File: config.mk
export PLATFORM = sky130hd
export DESIGN_NAME = operator_token_scanner_flat
export DESIGN_NICKNAME = d
export VERILOG_FILES = /design/src/ots_pkg.sv /design/src/ots_ifs.sv /design/src/ots_front.sv /design/src/ots_queue.sv /design/src/ots_back.sv /design/src/operator_token_scanner.sv /design/src/flat_wrapper.sv
export SDC_FILE = /design/constraint.sdc
export NUM_CORES = 1
export LEC_CHECK = 0
export ABC_AREA = 1
export ABC_CLOCK_PERIOD_IN_PS = 22400
export BUFFER_PORTS_ARGS = -buffer_cell sky130_fd_sc_hd__buf_4
export CELL_PAD_IN_SITES_DETAIL_PLACEMENT = 2
export CELL_PAD_IN_SITES_GLOBAL_PLACEMENT = 2
export CORE_MARGIN = 5
export CORE_UTILIZATION = 45
export DETAILED_ROUTE_END_ITERATION = 8
export GPL_TIMING_DRIVEN = 1
export HOLD_SLACK_MARGIN = 0.15
export PLACE_DENSITY = 0.91
export SLEW_MARGIN = 30
export SYNTH_ARGS = -nofsm -noshare
export SYNTH_HDL_FRONTEND = slang
export SYNTH_SLANG_ARGS = --single-unit
File: constraint.sdc
create_clock -name clk -period 22.4 [get_ports clk]
set_clock_uncertainty 0.1 [all_clocks]
set_input_delay 2.24 -clock clk [delete_from_list [all_inputs] [get_ports clk]]
set_output_delay 2.24 -clock clk [all_outputs]
set_load 0.02 [all_outputs]
File: src/ots_pkg.sv
// Package with the shared types, constants and decode functions of the operator token scanner.
package ots_pkg;

    // Counter widths.
    localparam int LINE_BITS   = 16;
    localparam int OFFSET_BITS = 24;

    // Depth of the bundle queue between the front and back parts.
    localparam int QUEUE_DEPTH = 2;
    localparam int PTR_BITS    = (QUEUE_DEPTH > 1) ? $clog2(QUEUE_DEPTH) : 1;
    localparam int CNT_BITS    = $clog2(QUEUE_DEPTH + 1);

    // One input byte causes at most this many tokens.
    localparam int MAX_RESULTS = 3;
    localparam int SLOT_BITS   = 2;

    localparam logic [LINE_BITS-1:0]   LINE_MAX   = '1;
    localparam logic [OFFSET_BITS-1:0] OFFSET_MAX = '1;

    // Token kinds.
    localparam logic [4:0] KIND_LPAREN     = 5'd0;
    localparam logic [4:0] KIND_RPAREN     = 5'd1;
    localparam logic [4:0] KIND_LBRACE     = 5'd2;
    localparam logic [4:0] KIND_RBRACE     = 5'd3;
    localparam logic [4:0] KIND_COMMA      = 5'd4;
    localparam logic [4:0] KIND_DOT        = 5'd5;
    localparam logic [4:0] KIND_MINUS      = 5'd6;
    localparam logic [4:0] KIND_PLUS       = 5'd7;
    localparam logic [4:0] KIND_SEMICOLON  = 5'd8;
    localparam logic [4:0] KIND_STAR       = 5'd9;
    localparam logic [4:0] KIND_BANG_EQ    = 5'd10;
    localparam logic [4:0] KIND_BANG       = 5'd11;
    localparam logic [4:0] KIND_EQ_EQ      = 5'd12;
    localparam logic [4:0] KIND_EQ         = 5'd13;
    localparam logic [4:0] KIND_GREATER_EQ = 5'd14;
    localparam logic [4:0] KIND_GREATER    = 5'd15;
    localparam logic [4:0] KIND_LESS_EQ    = 5'd16;
    localparam logic [4:0] KIND_LESS       = 5'd17;
    localparam logic [4:0] KIND_SLASH      = 5'd18;
    localparam logic [4:0] KIND_EOF        = 5'd19;
    localparam logic [4:0] KIND_ERROR      = 5'd20;

    // Source characters of interest.
    localparam logic [7:0] CH_LPAREN    = 8'h28;
    localparam logic [7:0] CH_RPAREN    = 8'h29;
    localparam logic [7:0] CH_LBRACE    = 8'h7B;
    localparam logic [7:0] CH_RBRACE    = 8'h7D;
    localparam logic [7:0] CH_COMMA     = 8'h2C;
    localparam logic [7:0] CH_DOT       = 8'h2E;
    localparam logic [7:0] CH_MINUS     = 8'h2D;
    localparam logic [7:0] CH_PLUS      = 8'h2B;
    localparam logic [7:0] CH_SEMICOLON = 8'h3B;
    localparam logic [7:0] CH_STAR      = 8'h2A;
    localparam logic [7:0] CH_BANG      = 8'h21;
    localparam logic [7:0] CH_EQUAL     = 8'h3D;
    localparam logic [7:0] CH_GREATER   = 8'h3E;
    localparam logic [7:0] CH_LESS      = 8'h3C;
    localparam logic [7:0] CH_SLASH     = 8'h2F;
    localparam logic [7:0] CH_SPACE     = 8'h20;
    localparam logic [7:0] CH_TAB       = 8'h09;
    localparam logic [7:0] CH_CR        = 8'h0D;
    localparam logic [7:0] CH_NEWLINE   = 8'h0A;

    // Operator held in the lookahead.
    typedef enum logic [2:0] {
        OP_NONE    = 3'd0,
        OP_BANG    = 3'd1,
        OP_EQUAL   = 3'd2,
        OP_GREATER = 3'd3,
        OP_LESS    = 3'd4,
        OP_SLASH   = 3'd5
    } op_t;

    // One token as it leaves the block.
    typedef struct packed {
        logic [4:0]             kind;
        logic [1:0]             length;
        logic [OFFSET_BITS-1:0] start;
        logic [LINE_BITS-1:0]   line;
        logic [7:0]             bad;
    } result_t;

    // All tokens caused by one accepted byte, packed from slot zero up.
    typedef struct packed {
        result_t [MAX_RESULTS-1:0] res;
        logic [SLOT_BITS-1:0]      count;
    } bundle_t;

    // Queue status seen by the front and back parts.
    typedef struct packed {
        logic full;
        logic empty;
    } q_status_t;

    // Result of the single-character punctuator lookup.
    typedef struct packed {
        logic       hit;
        logic [4:0] kind;
    } punct_t;

    // Kind of a lookahead operator, alone or followed by an equals sign.
    function automatic logic [4:0] op_kind(input op_t op, input logic with_eq);
        logic [4:0] kind;
        case (op)
            OP_BANG:    kind = with_eq ? KIND_BANG_EQ : KIND_BANG;
            OP_EQUAL:   kind = with_eq ? KIND_EQ_EQ : KIND_EQ;
            OP_GREATER: kind = with_eq ? KIND_GREATER_EQ : KIND_GREATER;
            OP_LESS:    kind = with_eq ? KIND_LESS_EQ : KIND_LESS;
            default:    kind = KIND_SLASH;
        endcase
        return kind;
    endfunction

    // Operator that a byte opens, or none.
    function automatic op_t op_of(input logic [7:0] c);
        op_t op;
        case (c)
            CH_BANG:    op = OP_BANG;
            CH_EQUAL:   op = OP_EQUAL;
            CH_GREATER: op = OP_GREATER;
            CH_LESS:    op = OP_LESS;
            CH_SLASH:   op = OP_SLASH;
            default:    op = OP_NONE;
        endcase
        return op;
    endfunction

    // Single-character punctuator lookup.
    function automatic punct_t punct_of(input logic [7:0] c);
        punct_t p;
        p.hit = 1'b1;
        case (c)
            CH_LPAREN:    p.kind = KIND_LPAREN;
            CH_RPAREN:    p.kind = KIND_RPAREN;
            CH_LBRACE:    p.kind = KIND_LBRACE;
            CH_RBRACE:    p.kind = KIND_RBRACE;
            CH_COMMA:     p.kind = KIND_COMMA;
            CH_DOT:       p.kind = KIND_DOT;
            CH_MINUS:     p.kind = KIND_MINUS;
            CH_PLUS:      p.kind = KIND_PLUS;
            CH_SEMICOLON: p.kind = KIND_SEMICOLON;
            CH_STAR:      p.kind = KIND_STAR;
            default:
            begin
                p.hit  = 1'b0;
                p.kind = KIND_ERROR;
            end
        endcase
        return p;
    endfunction

endpackage

File: src/ots_ifs.sv
// Handshake interfaces for the source byte channel and the token channel.
interface ots_byte_if;
    logic       valid;
    logic       ready;
    logic       has_char;
    logic [7:0] char_code;
    logic       is_final;

    modport source (output valid, output has_char, output char_code, output is_final,
                    input ready);
    modport sink (input valid, input has_char, input char_code, input is_final,
                  output ready);
endinterface

interface ots_token_if;
    logic                            valid;
    logic                            ready;
    logic [4:0]                      token_kind;
    logic [1:0]                      lexeme_length;
    logic [ots_pkg::OFFSET_BITS-1:0] start_offset;
    logic [ots_pkg::LINE_BITS-1:0]   line_number;
    logic [7:0]                      bad_char;
    logic                            run_last;

    modport source (output valid, output token_kind, output lexeme_length,
                    output start_offset, output line_number, output bad_char,
                    output run_last, input ready);
    modport sink (input valid, input token_kind, input lexeme_length,
                  input start_offset, input line_number, input bad_char,
                  input run_last, output ready);
endinterface

File: src/ots_front.sv
// Front part: accepts source bytes, runs the scanner state and forms the token bundle of each byte.
module ots_front (
    input  logic                clk,
    input  logic                rst_n,
    ots_byte_if.sink            bytes,
    input  ots_pkg::q_status_t  q_status,
    output logic                push,
    output ots_pkg::bundle_t    push_data
);

    ots_pkg::op_t                    pending_op_reg, pending_op_next;
    logic [ots_pkg::OFFSET_BITS-1:0] pending_off_reg, pending_off_next;
    logic                            in_comment_reg, in_comment_next;
    logic [ots_pkg::LINE_BITS-1:0]   line_reg, line_next;
    logic [ots_pkg::OFFSET_BITS-1:0] offset_reg, offset_next;

    logic                  accept;
    logic                  has;
    logic [7:0]            c;
    logic                  fin;
    logic                  is_eq, is_slash, is_nl, is_blank;
    logic                  pend_none;
    logic                  combine, comment_start, fresh;
    ots_pkg::punct_t       pun;
    ots_pkg::op_t          fresh_op;
    logic                  unknown;
    logic                  a_valid, b_valid, c_valid, d_valid, m_valid;
    ots_pkg::result_t      res_a, res_b, res_c, res_d, res_m;
    ots_pkg::op_t          pend_after;
    logic [ots_pkg::OFFSET_BITS-1:0] pend_off_after;
    logic                  comm_after;
    logic [ots_pkg::LINE_BITS-1:0]   line_after;
    logic [ots_pkg::OFFSET_BITS-1:0] offset_after;

    // Take a byte whenever the queue has room for its bundle.
    assign bytes.ready = !q_status.full;
    assign accept      = bytes.valid && bytes.ready;

    assign has = bytes.has_char;
    assign c   = bytes.char_code;
    assign fin = bytes.is_final;

    // Byte classification.
    always_comb
    begin
        is_eq     = (c == ots_pkg::CH_EQUAL);
        is_slash  = (c == ots_pkg::CH_SLASH);
        is_nl     = (c == ots_pkg::CH_NEWLINE);
        is_blank  = (c == ots_pkg::CH_SPACE) || (c == ots_pkg::CH_TAB) ||
                    (c == ots_pkg::CH_CR);
        pun       = ots_pkg::punct_of(c);
        fresh_op  = ots_pkg::op_of(c);
        unknown   = !pun.hit && (fresh_op == ots_pkg::OP_NONE) && !is_blank && !is_nl;
        pend_none = (pending_op_reg == ots_pkg::OP_NONE);
    end

    // Lookahead resolution and the fresh scan of the byte.
    always_comb
    begin
        combine       = !pend_none && is_eq && (pending_op_reg != ots_pkg::OP_SLASH);
        comment_start = (pending_op_reg == ots_pkg::OP_SLASH) && is_slash;
        fresh         = has && !in_comment_reg && !combine && !comment_start;

        a_valid      = has && !in_comment_reg && !pend_none && !comment_start;
        res_a.kind   = ots_pkg::op_kind(pending_op_reg, combine);
        res_a.length = combine ? 2'd2 : 2'd1;
        res_a.start  = pending_off_reg;
        res_a.line   = line_reg;
        res_a.bad    = 8'd0;

        b_valid      = fresh && (pun.hit || unknown);
        res_b.kind   = pun.hit ? pun.kind : ots_pkg::KIND_ERROR;
        res_b.length = 2'd1;
        res_b.start  = offset_reg;
        res_b.line   = line_reg;
        res_b.bad    = pun.hit ? 8'd0 : c;
    end

    // State after the byte has been scanned.
    always_comb
    begin
        if (has && !in_comment_reg)
        begin
            pend_after = fresh ? fresh_op : ots_pkg::OP_NONE;
        end
        else
        begin
            pend_after = pending_op_reg;
        end
        pend_off_after = (fresh && (fresh_op != ots_pkg::OP_NONE)) ? offset_reg
                                                                   : pending_off_reg;
        if (!has)
        begin
            comm_after = in_comment_reg;
        end
        else if (in_comment_reg)
        begin
            comm_after = !is_nl;
        end
        else
        begin
            comm_after = comment_start;
        end
        line_after   = (has && is_nl && (line_reg != ots_pkg::LINE_MAX)) ?
                       line_reg + ots_pkg::LINE_BITS'(1) : line_reg;
        offset_after = (has && (offset_reg != ots_pkg::OFFSET_MAX)) ?
                       offset_reg + ots_pkg::OFFSET_BITS'(1) : offset_reg;
    end

    // Flush of the lookahead and the end-of-file token on a final item.
    always_comb
    begin
        c_valid      = fin && (pend_after != ots_pkg::OP_NONE);
        res_c.kind   = ots_pkg::op_kind(pend_after, 1'b0);
        res_c.length = 2'd1;
        res_c.start  = pend_off_after;
        res_c.line   = line_after;
        res_c.bad    = 8'd0;

        d_valid      = fin;
        res_d.kind   = ots_pkg::KIND_EOF;
        res_d.length = 2'd0;
        res_d.start  = offset_after;
        res_d.line   = line_after;
        res_d.bad    = 8'd0;

        // A fresh token and a flushed operator never occur together.
        m_valid = b_valid || c_valid;
        res_m   = b_valid ? res_b : res_c;
    end

    // Pack the valid tokens into the low slots of the bundle.
    always_comb
    begin
        push_data.count = ots_pkg::SLOT_BITS'(a_valid) + ots_pkg::SLOT_BITS'(m_valid) +
                          ots_pkg::SLOT_BITS'(d_valid);
        push_data.res[0] = a_valid ? res_a : (m_valid ? res_m : res_d);
        push_data.res[1] = (a_valid && m_valid) ? res_m : res_d;
        push_data.res[2] = res_d;
        push = accept && (push_data.count != '0);
    end

    // Next scanner state; a final item returns everything to the reset values.
    always_comb
    begin
        pending_op_next  = pending_op_reg;
        pending_off_next = pending_off_reg;
        in_comment_next  = in_comment_reg;
        line_next        = line_reg;
        offset_next      = offset_reg;
        if (accept)
        begin
            if (fin)
            begin
                pending_op_next  = ots_pkg::OP_NONE;
                pending_off_next = '0;
                in_comment_next  = 1'b0;
                line_next        = ots_pkg::LINE_BITS'(1);
                offset_next      = '0;
            end
            else
            begin
                pending_op_next  = pend_after;
                pending_off_next = pend_off_after;
                in_comment_next  = comm_after;
                line_next        = line_after;
                offset_next      = offset_after;
            end
        end
    end

    always_ff @(posedge clk or negedge rst_n)
    begin
        if (!rst_n)
        begin
            pending_op_reg  <= ots_pkg::OP_NONE;
            pending_off_reg <= '0;
            in_comment_reg  <= 1'b0;
            line_reg        <= ots_pkg::LINE_BITS'(1);
            offset_reg      <= '0;
        end
        else
        begin
            pending_op_reg  <= pending_op_next;
            pending_off_reg <= pending_off_next;
            in_comment_reg  <= in_comment_next;
            line_reg        <= line_next;
            offset_reg      <= offset_next;
        end
    end

endmodule

File: src/ots_queue.sv
// Short register queue of token bundles between the front and back parts.
module ots_queue (
    input  logic                clk,
    input  logic                rst_n,
    input  logic                push,
    input  ots_pkg::bundle_t    push_data,
    input  logic                pop,
    output ots_pkg::q_status_t  status,
    output ots_pkg::bundle_t    head
);

    ots_pkg::bundle_t                 mem_reg [ots_pkg::QUEUE_DEPTH];
    logic [ots_pkg::PTR_BITS-1:0]     wr_ptr_reg, wr_ptr_next;
    logic [ots_pkg::PTR_BITS-1:0]     rd_ptr_reg, rd_ptr_next;
    logic [ots_pkg::CNT_BITS-1:0]     count_reg, count_next;

    localparam logic [ots_pkg::PTR_BITS-1:0] LAST_PTR =
        ots_pkg::PTR_BITS'(ots_pkg::QUEUE_DEPTH - 1);
    localparam logic [ots_pkg::CNT_BITS-1:0] FULL_COUNT =
        ots_pkg::CNT_BITS'(ots_pkg::QUEUE_DEPTH);

    assign status.full  = (count_reg == FULL_COUNT);
    assign status.empty = (count_reg == '0);
    assign head         = mem_reg[rd_ptr_reg];

    // Pointer and fill count update.
    always_comb
    begin
        wr_ptr_next = wr_ptr_reg;
        rd_ptr_next = rd_ptr_reg;
        count_next  = count_reg;
        if (push)
        begin
            wr_ptr_next = (wr_ptr_reg == LAST_PTR) ? '0 : wr_ptr_reg + ots_pkg::PTR_BITS'(1);
        end
        if (pop)
        begin
            rd_ptr_next = (rd_ptr_reg == LAST_PTR) ? '0 : rd_ptr_reg + ots_pkg::PTR_BITS'(1);
        end
        if (push && !pop)
        begin
            count_next = count_reg + ots_pkg::CNT_BITS'(1);
        end
        else if (pop && !push)
        begin
            count_next = count_reg - ots_pkg::CNT_BITS'(1);
        end
    end

    always_ff @(posedge clk or negedge rst_n)
    begin
        if (!rst_n)
        begin
            wr_ptr_reg <= '0;
            rd_ptr_reg <= '0;
            count_reg  <= '0;
        end
        else
        begin
            wr_ptr_reg <= wr_ptr_next;
            rd_ptr_reg <= rd_ptr_next;
            count_reg  <= count_next;
        end
    end

    // Bundle storage.
    always_ff @(posedge clk)
    begin
        if (push)
        begin
            mem_reg[wr_ptr_reg] <= push_data;
        end
    end

endmodule

File: src/ots_back.sv
// Back part: takes bundles from the queue and hands their tokens out one transfer at a time.
module ots_back (
    input  logic                clk,
    input  logic                rst_n,
    input  ots_pkg::q_status_t  q_status,
    input  ots_pkg::bundle_t    head,
    output logic                pop,
    ots_token_if.source         tokens
);

    logic                           out_valid_reg, out_valid_next;
    ots_pkg::result_t               out_res_reg, out_res_next;
    logic                           out_last_reg, out_last_next;
    logic [ots_pkg::SLOT_BITS-1:0]  slot_reg, slot_next;

    logic load;
    logic last_slot;

    // Load the output register when it is empty or its token is being transferred.
    assign load      = !q_status.empty && (!out_valid_reg || tokens.ready);
    assign last_slot = (slot_reg == head.count - ots_pkg::SLOT_BITS'(1));
    assign pop       = load && last_slot;

    always_comb
    begin
        out_valid_next = out_valid_reg;
        out_res_next   = out_res_reg;
        out_last_next  = out_last_reg;
        slot_next      = slot_reg;
        if (load)
        begin
            out_valid_next = 1'b1;
            out_res_next   = head.res[slot_reg];
            out_last_next  = last_slot;
            slot_next      = last_slot ? '0 : slot_reg + ots_pkg::SLOT_BITS'(1);
        end
        else if (tokens.ready)
        begin
            out_valid_next = 1'b0;
        end
    end

    always_ff @(posedge clk or negedge rst_n)
    begin
        if (!rst_n)
        begin
            out_valid_reg <= 1'b0;
            slot_reg      <= '0;
        end
        else
        begin
            out_valid_reg <= out_valid_next;
            slot_reg      <= slot_next;
        end
    end

    // Token payload.
    always_ff @(posedge clk)
    begin
        out_res_reg  <= out_res_next;
        out_last_reg <= out_last_next;
    end

    assign tokens.valid         = out_valid_reg;
    assign tokens.token_kind    = out_res_reg.kind;
    assign tokens.lexeme_length = out_res_reg.length;
    assign tokens.start_offset  = out_res_reg.start;
    assign tokens.line_number   = out_res_reg.line;
    assign tokens.bad_char      = out_res_reg.bad;
    assign tokens.run_last      = out_last_reg;

endmodule

File: src/operator_token_scanner.sv
// Top level of the operator token scanner: front part, bundle queue and back part.
// The scanner takes one source byte per cycle while the queue is not full and emits
// the punctuator, operator, error and end-of-file tokens it causes, each with start
// offset, length and line. A byte that yields one token or none is taken every cycle
// while the token sink is ready; a byte that yields several tokens (at most three,
// on a final item) holds the single-token output stage until all are sent, and a
// two-bundle queue between the front and the output stage keeps taking bytes until
// it fills. A token is offered once its bundle has been written into the queue and
// then loaded into the output register; run_last marks the last token of each byte.
// A final item flushes the lookahead, emits end of file and restarts the scanner.
module operator_token_scanner (
    input  logic         clk,
    input  logic         rst_n,
    ots_byte_if.sink     bytes,
    ots_token_if.source  tokens
);

    ots_pkg::q_status_t q_status;
    ots_pkg::bundle_t   push_data;
    ots_pkg::bundle_t   head;
    logic               push;
    logic               pop;

    ots_front u_front (
        .clk       (clk),
        .rst_n     (rst_n),
        .bytes     (bytes),
        .q_status  (q_status),
        .push      (push),
        .push_data (push_data)
    );

    ots_queue u_queue (
        .clk       (clk),
        .rst_n     (rst_n),
        .push      (push),
        .push_data (push_data),
        .pop       (pop),
        .status    (q_status),
        .head      (head)
    );

    ots_back u_back (
        .clk      (clk),
        .rst_n    (rst_n),
        .q_status (q_status),
        .head     (head),
        .pop      (pop),
        .tokens   (tokens)
    );

endmodule

File: src/flat_wrapper.sv
// flat-port wrapper written by rule: the top's interface ports become plain ports
module operator_token_scanner_flat 
  (clk, rst_n, bytes_valid, bytes_has_char, bytes_char_code, bytes_is_final, bytes_ready, tokens_valid, tokens_token_kind, tokens_lexeme_length, tokens_start_offset, tokens_line_number, tokens_bad_char, tokens_run_last, tokens_ready);
  ots_byte_if bytes_i ();
  ots_token_if tokens_i ();
  input  logic clk;
  input  logic rst_n;
  input wire logic [$bits(bytes_i.valid)-1:0] bytes_valid;
  input wire logic [$bits(bytes_i.has_char)-1:0] bytes_has_char;
  input wire logic [$bits(bytes_i.char_code)-1:0] bytes_char_code;
  input wire logic [$bits(bytes_i.is_final)-1:0] bytes_is_final;
  output wire logic [$bits(bytes_i.ready)-1:0] bytes_ready;
  output wire logic [$bits(tokens_i.valid)-1:0] tokens_valid;
  output wire logic [$bits(tokens_i.token_kind)-1:0] tokens_token_kind;
  output wire logic [$bits(tokens_i.lexeme_length)-1:0] tokens_lexeme_length;
  output wire logic [$bits(tokens_i.start_offset)-1:0] tokens_start_offset;
  output wire logic [$bits(tokens_i.line_number)-1:0] tokens_line_number;
  output wire logic [$bits(tokens_i.bad_char)-1:0] tokens_bad_char;
  output wire logic [$bits(tokens_i.run_last)-1:0] tokens_run_last;
  input wire logic [$bits(tokens_i.ready)-1:0] tokens_ready;
  assign bytes_i.valid = bytes_valid;
  assign bytes_i.has_char = bytes_has_char;
  assign bytes_i.char_code = bytes_char_code;
  assign bytes_i.is_final = bytes_is_final;
  assign bytes_ready = bytes_i.ready;
  assign tokens_valid = tokens_i.valid;
  assign tokens_token_kind = tokens_i.token_kind;
  assign tokens_lexeme_length = tokens_i.lexeme_length;
  assign tokens_start_offset = tokens_i.start_offset;
  assign tokens_line_number = tokens_i.line_number;
  assign tokens_bad_char = tokens_i.bad_char;
  assign tokens_run_last = tokens_i.run_last;
  assign tokens_i.ready = tokens_ready;
  operator_token_scanner u_core (.clk(clk), .rst_n(rst_n), .bytes(bytes_i), .tokens(tokens_i));
endmodule
== After elaboration in Yosys (flattened, before gate mapping) ==
Memories as Yosys holds them, arrays and structs flattened.
Cells that the tools add are included.

* Register bits: 131
* Memory bits (writable): 304
* Logic and storage cells: 152
* Memories kept: 1

* Add/sub/neg operators: 10
* Magnitude comparators: 1
* Equality and inequality tests: 33
* Muxes and demuxes: 39
* Reduce and logical (&&, ||, !) cells: 52

{| class="wikitable"
|+ Memory list
! name !! depth !! width !! read ports !! clocked after memory_dff !! write ports !! line !! RTL
|-
| u_core.u_queue.mem_reg || 2 || 152 || 1 || 0 || 1 || ots_queue.sv:12 || <nowiki>ots_pkg::bundle_t mem_reg [ots_pkg::QUEUE_DEPTH];</nowiki>
|}

{| class="wikitable"
|+ Operator list
! operator !! number
|-
| two-way mux 55 bit || 5
|-
| equality test 8 x 6 -> 1 bit (second input constant) || 14
|-
| binary-select mux 55 bit (select 2 bit) || 1
|-
| two-way mux 24 bit || 4
|-
| one-hot mux 5 bit (10 select lines) || 1
|-
| one-hot mux 5 bit (4 select lines) || 2
|-
| two-way mux 16 bit || 2
|-
| adder 24 x 1 -> 24 bit (second input constant) || 1
|-
| equality test 8 x 4 -> 1 bit (second input constant) || 3
|-
| logical AND 1 bit || 24
|-
| inequality test 24 bit (second input constant) || 1
|-
| adder 16 x 1 -> 16 bit (second input constant) || 1
|-
| equality test 8 x 7 -> 1 bit (second input constant) || 2
|-
| inequality test 16 bit (second input constant) || 1
|-
| one-hot mux 3 bit (5 select lines) || 1
|-
| two-way mux 1 bit || 14
|-
| equality test 3 x 2 -> 1 bit (second input constant) || 4
|-
| logical NOT 1 bit || 12
|-
| OR reduction 10 bit || 1
|-
| equality test 3 bit (second input constant) || 3
|-
| two-way mux 3 bit || 3
|-
| two-way mux 2 bit || 4
|-
| two-way mux 8 bit || 1
|-
| nonzero test 2 bit || 4
|-
| other kinds (16) || 26
|}

== Depth between registers and ports, before layout ==
Gate-level depths: netlist (run 1).

* Word-level depth: 20
* Mapped depth: 18
* Depth with buffers taken out: 18

== Modules after synthesis ==
A second synthesis (run 1) with hierarchy kept.

* Cells, all modules: 1889
* Area total of the unflattened synthesis: 22366.5 sq um

{| class="wikitable"
|+ By module, submodules not included
! module !! times used !! cells each !! area an instance (sq um) !! seq. area each (sq um)
|-
| ots_queue || 1 || 545 || 12684.7 || 10129.7
|-
| ots_front || 1 || 1003 || 6288.5 || 1702.9
|-
| ots_back || 1 || 341 || 3393.3 || 1756.7
|}

== Worst setup path after synthesis (run 1) ==
No wires, ideal clock.

* Kind: input to register
* Start: input bytes_has_char
* End: memory u_core.u_queue.mem_reg[1][0] in the netlist's numbering (enable)
* Data arrival time: 10106 ps
* Data required time: 21637 ps
* Path slack: 11531 ps
* Cell stages on the path: 13
* Buffers on the path: 2
* Path through: inv_1 nor2_1 inv_1 nor2_1 nand2_1 inv_1 buf_2 buf_2 ha_1 inv_1 nand4_1 nand2_1 nor2_1

* Word-level cells in the longest chain between the ends: 14
* Elaborated cells between the ends (all ways): 17
* Classes of those cells: add/sub: 2; mux: 4; reduce/logical: 11

{| class="wikitable"
|+ RTL lines
! what !! line !! RTL
|-
| from (decl) || flat_wrapper.sv:9 || <nowiki>input wire logic [$bits(bytes_i.has_char)-1:0] bytes_has_char;</nowiki>
|-
| logical AND 1 bit * || ots_front.sv:62, ots_front.sv:64, ots_front.sv:82 ||
|-
| logical AND 1 bit (2 in series) || ots_front.sv:62 || <nowiki>fresh = has && !in_comment_reg && !combine && !comment_start;</nowiki>
|-
| two-way mux 3 bit || ots_front.sv:84 || <nowiki>pend_after = fresh ? fresh_op : ots_pkg::OP_NONE;</nowiki>
|-
| two-way mux 3 bit || ots_front.sv:82 || <nowiki>if (has && !in_comment_reg)</nowiki>
|-
| nonzero test 3 bit || ots_front.sv:113 || <nowiki>c_valid = fin && (pend_after != ots_pkg::OP_NONE);</nowiki>
|-
| logical AND 1 bit || ots_front.sv:113 ||
|-
| logical OR 1 bit || ots_front.sv:128 || <nowiki>m_valid = b_valid || c_valid;</nowiki>
|-
| adder 1 x 1 -> 2 bit * || ots_front.sv:135 || <nowiki>push_data.count = ots_pkg::SLOT_BITS'(a_valid) + ots_pkg::SLOT_BITS'(m_valid) +</nowiki>
|-
| adder 2 x 1 -> 2 bit * || ots_front.sv:135 ||
|-
| nonzero test 2 bit * || ots_front.sv:140 || <nowiki>push = accept && (push_data.count != '0);</nowiki>
|-
| logical AND 1 bit * || ots_front.sv:140 ||
|-
| two-way mux 1 bit * || ots_queue.sv:69 || <nowiki>if (push)</nowiki>
|-
| two-way mux 1 bit (implied by the code) * || ots_queue.sv:71 || <nowiki>mem_reg[wr_ptr_reg] <= push_data;</nowiki>
|-
| to (decl) || ots_queue.sv:12 ||
|}

Every way passes the cells marked *; elsewhere a longest branch is shown, timed or not.

== Final worst setup path (run 1) ==
* Start: input bytes_char_code[7]
* End: memory u_core.u_queue.mem_reg[1][131] in the netlist's numbering (enable)

* Word-level cells in the longest chain between the ends: 17
* Elaborated cells between the ends (all ways): 52
* Classes of those cells: add/sub: 2; eq/ne: 19; mux: 6; reduce/logical: 25

{| class="wikitable"
|+ RTL lines
! what !! line !! RTL
|-
| from (decl) || flat_wrapper.sv:10 || <nowiki>input wire logic [$bits(bytes_i.char_code)-1:0] bytes_char_code;</nowiki>
|-
| equality test 8 x 6 -> 1 bit || ots_pkg.sv:117, ots_front.sv:46 ||
|-
| logical AND 1 bit (2 in series) || ots_front.sv:60 || <nowiki>combine = !pend_none && is_eq && (pending_op_reg != ots_pkg::OP_SLASH);</nowiki>
|-
| logical NOT 1 bit || ots_front.sv:62 ||
|-
| logical AND 1 bit (2 in series) || ots_front.sv:62 ||
|-
| two-way mux 3 bit || ots_front.sv:84 ||
|-
| two-way mux 3 bit || ots_front.sv:82 ||
|-
| nonzero test 3 bit || ots_front.sv:113 ||
|-
| logical AND 1 bit || ots_front.sv:113 ||
|-
| logical OR 1 bit || ots_front.sv:128 ||
|-
| adder 1 x 1 -> 2 bit * || ots_front.sv:135 ||
|-
| adder 2 x 1 -> 2 bit * || ots_front.sv:135 ||
|-
| nonzero test 2 bit * || ots_front.sv:140 ||
|-
| logical AND 1 bit * || ots_front.sv:140 ||
|-
| two-way mux 1 bit * || ots_queue.sv:69 ||
|-
| two-way mux 1 bit (implied by the code) * || ots_queue.sv:71 ||
|}

Marks and branches as above.

==> metrics.md, run 1 <==
| Metric | Value |
|---|---|
| Hold_buf cts | `0` |
| Crit path buffers/inverters | `8` |
| Clock sink count | `433` |
| Synth Area in Adders | `0.255%` |
| Post-synthesis simple-gate area fraction | `15.8%` |
| Multi-input logic area | `6000 sq um` |
| Pre-antenna DRT Iters | `5` |
| Leak | `8.38 nW` |
| Largest net degree at the start of global routing | `103` |
| Setup total negative slack | `0 ns` |
| Initial antenna violation count | `0` |
| Share of cells above drive strength 1 | `12.9%` |
| Post-Route WL | `76,500 um` |
| Die W | `219 um` |
| FFs w/ async S/R, synth | `17.3%` |
| Setup Crit Path Kind | `in -> reg` |
| Core ar. | `43,100 sq um` |
| Switching power | `1.07 mW` |
| Overall routing resource usage | `31.9%` |
| Combinational share of power | `29.6%` |
| Remaining global-route overflow | `0` |
| Post-synth EDFFs | `358` |
| DR WL/cell | `30.3 um` |
| Routability cong. | `0.803` |
| Post-Syn Instances | `1,861` |
| Period utilization | `28.9%` |
| Cells along the critical path | `buf_4 > inv_2 > nand2_2 > nor2_4 > nand3_2 > nand2_1 > buf_4 > inv_1 > buf_4 > ha_1 > inv_1 > nand4_1 > nand2_1 > nor2_4 > buf_4 > buf_4` |
| Vert. Die Dim | `219 um` |
| # fillers | `4,321` |
| Startpoint of the worst hold path | `u_core.u_front.pending_off_reg[18]` |
| Final Hold Viols | `0` |
| Dpl cells | `2,437` |
| Hold path cells | `2` |
| Synth warn | `0` |
| I/O Buffers | `71` |
| Final nets | `1,920` |
| Clk pin slew, worst setup/hold paths | `0.06 ns` |
| Depth of the most critical reg-to-reg path | `15` |
| Critical Path RT | `22.52 ns` |
| Prevailing post-synth register cell | `edfxtp_1` |
| Hold path endpoint | `u_core.u_front.pending_off_reg[18]` |
| Number of flip-flops in the largest register | `302` |
| Flop2flop setup slack | `17.25 ns` |
| Vias in the first global route | `17,600` |
| Hold crit path type | `reg -> reg` |
| Post-synth top cells | `edfxtp_1 (358), nand2_1 (357), o21ai_0 (271)` |
| Worst-Margin Slew | `1.03 ns` |
| # rows | `76` |
| Area contributors post-synth | `edfxtp_1 (55%), dfrtp_1 (9.4%), o21ai_0 (6.9%)` |
| Max-capacitance violation count | `0` |
| Setup violators final | `0` |
| Synth unique cells | `47` |
| Synthesized area | `19,600 sq um` |
| FF+latch area | `12,600 sq um` |
| Crit path DAT | `6.60 ns` |
| Ports | `72` |
| Resized cells post-CTS | `0` |
| Via total after detailed routing | `15,600` |
| XOR/XNOR share of the synthesized area | `2.35%` |
| Post-synth net total | `1,879` |
| Initial core utilization | `45.6%` |
| Die area | `47,900 sq um` |
| Reg power frac | `42.1%` |
| Crit path capture type | `flip-flop` |
| Syn_area_per_cell | `10.5 sq um` |
| # DRC | `0` |
| TritonCTS clock tree | `yes` |
| Worst setup SP type | `primary input` |
| Area Growth Syn to Fin | `12.8%` |
| Fin cells | `2,526` |
| Pins Over Slew Limit | `0` |
| Post-detail-place hpwl | `44,000 um` |
| CP dominant cell by count | `buf_4` |
| Achievable Freq | `0.154 GHz` |
| Global-route wire length before repair | `115,000 um` |
| DR vias/cell | `6.18` |
| Largest family of logic cells by synthesized area | `simple AND/OR/NAND/NOR gates` |
| H-tree Lvls | `2` |
| Switching Fraction | `37.8%` |
| PD cells | `128 nW/um^2` |
| Worst R2R Start | `u_core.u_front.pending_op_reg[0]` |
| Top cell type's share of synthesized area | `54.8%` |
| Status | `completed` |
| Slowest-stage cell, CP | `buf_4` |
| Sequential-to-total area share from yosys stat | `64.3%` |
| ANT cells | `0` |
| Post-synthesis compound-gate area fraction | `12.0%` |
| Iteration-0 DRC Markers | `1,388` |
| Minimum clock period | `6.48 ns` |
| Largest area contributor in the netlist | `edfxtp_1` |
| CTS Buf Count | `48` |
| Crit path largest cell delay | `0.80 ns` |
| Unrepaired setup endpoints after global routing | `false` |
| Peak VDD IR | `0.0000787 V` |
| CTS max path bufs | `3` |
| Power share of the clock group | `28.3%` |
| Crit path max fanout | `54` |
| Post-route ant nets | `0` |
| Mux contribution to synthesized area | `0.0510%` |
| Postcts setup bufs | `0` |
| Root Driver | `clkbuf_16` |
| Critical path's top delay family | `buffers and inverters` |
| Skew-Pair Late Insertion Delay | `0.60 ns` |
| Slew headroom | `31.1%` |
| Power Internal | `1.76 mW` |
| Top-count cell post-synth | `edfxtp_1` |
| RR Endpoint | `u_core.u_queue.mem_reg[1][131]` |
| Seq cells post-synth | `433` |
==> layout make-up <==
class	instances	area share (%)
repair buffers	90	3.07
clock inverters	25	0.893
flip-flops and latches	433	57.1
well taps	585	3.31
inverters	146	2.57
multi-input cells	1183	27.1
clock buffers	64	5.98
==> cell usage in the layout (no fill, tap or decap), drive strengths merged, types with 21 or more instances in the layout <==
cell type,netlist,layout
nand3,60,60
dfrtp,74,74
nor2,244,244
nand2,373,373
o22ai,67,67
nor3,21,21
clkinv,2,21
o21ai,298,298
clkbuf,69,64
edfxtp,358,358
xor2,47,47
buf,30,90
inv,144,147
==> power by group through the flow <==
stage | Combinational (mW) | Sequential (mW) | Clock (mW)
after floorplan | 0.396 | 1.24 | 0
after global placement | 0.730 | 1.17 | 0
final | 0.837 | 1.19 | 0.800
after global routing | 0.884 | 1.20 | 0.845
after detailed placement | 0.797 | 1.19 | 0
after CTS | 0.837 | 1.19 | 0.809
==> how the worst max path moves through the flow <==
stage | start | cells past startpoint | end | slack [ns]
after detailed placement | bytes_char_code[7] | 15 | u_core.u_queue.mem_reg[0][26] | 15.60
after floorplan | bytes_has_char | 13 | u_core.u_queue.mem_reg[1][0] | 11.53
after global routing | bytes_char_code[7] | 16 | u_core.u_queue.mem_reg[1][131] | 15.79
final | bytes_char_code[7] | 16 | u_core.u_queue.mem_reg[1][131] | 15.92
after global placement | bytes_char_code[4] | 15 | u_core.u_queue.mem_reg[0][107] | 15.88
after CTS | bytes_char_code[7] | 15 | u_core.u_queue.mem_reg[0][72] | 15.92
==> worst reg2reg max path, delay by kind of cell (launching register included) <==
family        cells  cell delay, ns
fa+ha+maj         1            0.51
buf+inv           7            2.66
flops             1            0.45
simple gates      7            0.99
==> cell families after synthesis <==
group | Yosys count
DFF | 433
muxes | 1
AOI/OAI and AO/OA | 417
and+or+nand+nor | 711
buffers and inverters | 245
adders and majority gates | 4
xor gates and xnor gates | 50
==> routing by layer <==
layer / wire [um] / global-route usage, % / share of wire (%)
met1: 29000 / 38.2 / 38
met2: 39700 / 57.1 / 52
met3: 4200 / 4.99 / 5.5
met4: 3660 / 13.8 / 4.8
met5: 0 / 0 / 0
==> metrics by stage <==
step	cell area, sq um	util [%]	setup slack [ns]	power [mW]	hold slack [ns]
after floorplan	19600	-	11.53	1.64	0.342
after global placement	20600	47.8	15.88	1.90	0.356
after detailed placement	20600	47.8	15.60	1.99	0.440
after CTS	22100	51.3	15.92	2.84	0.468
after global routing	22100	51.4	15.79	2.93	0.476
final	22100	51.4	15.92	2.83	0.472
(Power assumes the default switching activity.)
==> run 2: changes to the inputs <==
--- a/config.mk
+++ b/config.mk
@@ -6,16 +6,16 @@
 export NUM_CORES = 1
 export LEC_CHECK = 0
 export ABC_AREA = 1
-export ABC_CLOCK_PERIOD_IN_PS = 22400
+export ABC_CLOCK_PERIOD_IN_PS = 5450
 export BUFFER_PORTS_ARGS = -buffer_cell sky130_fd_sc_hd__buf_4
 export CELL_PAD_IN_SITES_DETAIL_PLACEMENT = 2
 export CELL_PAD_IN_SITES_GLOBAL_PLACEMENT = 2
 export CORE_MARGIN = 5
-export CORE_UTILIZATION = 45
+export CORE_UTILIZATION = 37
 export DETAILED_ROUTE_END_ITERATION = 8
 export GPL_TIMING_DRIVEN = 1
 export HOLD_SLACK_MARGIN = 0.15
-export PLACE_DENSITY = 0.91
+export PLACE_DENSITY = 0.81
 export SLEW_MARGIN = 30
 export SYNTH_ARGS = -nofsm -noshare
 export SYNTH_HDL_FRONTEND = slang
==> constraint.sdc (replaced) <==
create_clock -name clk -period 5.45 [get_ports clk]
set_clock_uncertainty 0.1 [all_clocks]
set_input_delay 0.545 -clock clk [delete_from_list [all_inputs] [get_ports clk]]
set_output_delay 0.545 -clock clk [all_outputs]
set_load 0.02 [all_outputs]
==> run 2 against run 1 <==
Net effect: non-clock buffer count increased by 6; design area increased by 0.94%; critical path depth decreased by 3; flip-flop and latch count unchanged; sequential share of layout area decreased by 0.53 points; largest cell class unchanged; highest routed layer unchanged.
==> metrics.md, run 2 (same netlist as run 1, synthesis figures left out) <==
| Metric | Value |
|---|---|
| PD cells | `505 nW/um^2` |
| Depth of the most critical reg-to-reg path | `13` |
| ANT cells | `0` |
| Flop2flop setup slack | `1.82 ns` |
| Iteration-0 DRC Markers | `999` |
| Global-route wire length before repair | `99,600 um` |
| # rows | `84` |
| # fillers | `5,472` |
| Pins Over Slew Limit | `0` |
| Post-detail-place hpwl | `39,400 um` |
| CTS Buf Count | `49` |
| Pre-antenna DRT Iters | `5` |
| Vert. Die Dim | `240 um` |
| Most frequent cells in the layout | `edfxtp_1 (358), nand2_1 (357), o21ai_0 (271), nor2_1 (228), inv_1 (131)` |
| Die area | `57,800 sq um` |
| Skew-Pair Late Insertion Delay | `0.61 ns` |
| Number of flip-flops in the largest register | `302` |
| Most common cell after layout, fill and taps aside | `edfxtp_1` |
| I/O Buffers | `71` |
| Remaining global-route overflow | `0` |
| Critical path startpoint | `u_core.u_front.pending_op_reg[1]` |
| Overall routing resource usage | `22.4%` |
| Largest net degree at the start of global routing | `89` |
| Setup violators final | `0` |
| Clk pin slew, worst setup/hold paths | `0.06 ns` |
| Crit path max fanout | `43` |
| Minimum clock period | `3.63 ns` |
| Routability cong. | `0.828` |
| Period utilization | `66.7%` |
| Share of cells above drive strength 1 | `12.8%` |
| Hold path cells | `3` |
| Worst R2R Start | `u_core.u_front.pending_op_reg[1]` |
| Worst-Margin Slew | `0.886 ns` |
| Max-capacitance violation count | `0` |
| # DRC | `0` |
| TritonCTS clock tree | `yes` |
| Slew headroom | `40.9%` |
| RR Endpoint | `u_core.u_queue.mem_reg[0][79]` |
| Status | `completed` |
| Startpoint of the worst hold path | `bytes_is_final` |
| Setup total negative slack | `0 ns` |
| Dpl cells | `2,544` |
| Post-route ant nets | `0` |
| Die W | `240 um` |
| Leak | `8.39 nW` |
| Vias in the first global route | `16,600` |
| Worst setup SP type | `flip-flop` |
| DR WL/cell | `24.6 um` |
| Clock sink count | `433` |
| Area Growth Syn to Fin | `13.8%` |
| Setup Crit Path Kind | `reg -> reg` |
| Unrepaired setup endpoints after global routing | `false` |
| Crit path DAT | `3.75 ns` |
| Achievable Freq | `0.275 GHz` |
| Via total after detailed routing | `14,600` |
| Initial antenna violation count | `0` |
| Power consumption | `11.3 mW` |
| CTS max path bufs | `3` |
| Post-Route WL | `64,900 um` |
| Final Hold Viols | `0` |
| Peak VDD IR | `0.000286 V` |
| Hold path endpoint | `u_core.u_front.in_comment_reg` |
| DR vias/cell | `5.53` |
| Initial core utilization | `37.3%` |
| Ports | `72` |
| Hold crit path type | `in -> reg` |
| Critical Path RT | `5.56 ns` |
| Final nets | `1,927` |
| Root Driver | `clkbuf_16` |
| H-tree Lvls | `2` |
| Crit path capture type | `flip-flop` |
| Core ar. | `52,600 sq um` |
| Fin cells | `2,636` |
[run 2: changes by cell type in the layout (fill, tap and decap cells not counted), sizes merged]
cell / before / now
clkbuf: 64 / 77
clkinv: 21 / 12
buf: 90 / 94
bufinv: 3 / 0
clkinvlp: 0 / 2
dlygate4sd3: 0 / 2
inv: 147 / 145
[run 2: worst max-delay path by stage]
| stage | endpoint | slack (ns) | cells past startpoint |
|---|---|---|---|
| final | u_core.u_queue.mem_reg[0][79] | 1.82 | 13 |
| after global routing | u_core.u_queue.mem_reg[1][37] | 1.64 | 12 |
| after CTS | u_core.u_queue.mem_reg[0][15] | 1.82 | 13 |
| after detailed placement | u_core.u_queue.mem_reg[0][118] | 1.68 | 14 |
| after global placement | u_core.u_queue.mem_reg[0][121] | 1.91 | 14 |
| after floorplan | u_core.u_queue.mem_reg[0][0] | 0.41 | 13 |
[run 2: layout make-up]
type,count,area [sq um],area share (%)
clock buffer,77,1430,6.41
clock inverter,13,86.3,0.386
inverter,146,562,2.51
multi-input combinational,1183,6000,26.8
sequential,433,12600,56.5
tap,688,861,3.85
timing repair buffer,96,771,3.45
[run 2: worst max-delay path, cell delays in order, from the launching register on]
cell and delay [ns]:
dfrtp_1 0.47, nor2_1 0.22, nand2_1 0.14, inv_1 0.14
nor2_1 0.06, nand2_1 0.09, buf_4 0.42, inv_1 0.16
ha_1 0.38, inv_1 0.06, nand4_1 0.11, nand3_1 0.16
clkinvlp_4 0.17, buf_4 0.53
[run 2: per-layer routing]
metal  GRT usage (%)  vias up  part of all wire [%]
met2            41.3      319                    53
met5               0        -                     0
met3            3.06      128                   3.8
met4            7.46        0                   3.1
met1            27.0     7608                    40
li1                -     6528                     -
[run 2: stage by stage]
stage	util (%)	hold WS, ns	worst slack [ns]	cell area [sq um]
2_1_floorplan	-	0.149	0.405	19600
3_3_place_gp	39.6	0.357	1.91	20800
3_5_place_dp	39.6	0.379	1.68	20800
4_1_cts	42.5	0.198	1.82	22300
5_1_grt	42.5	0.224	1.64	22300
6_report	42.5	0.230	1.82	22300
[run 2: repair_timing]
action | CTS | global route
setup buffers | 0 | 0
hold buffers | 2 | 0
hold endpoints to repair | 46 | 0
gates resized for setup | 0 | 0
[run 2: power breakdown]
part           internal (mW)  switching, mW
clock network           1.80           1.37
logic                  0.889           2.33
registers               4.51          0.375
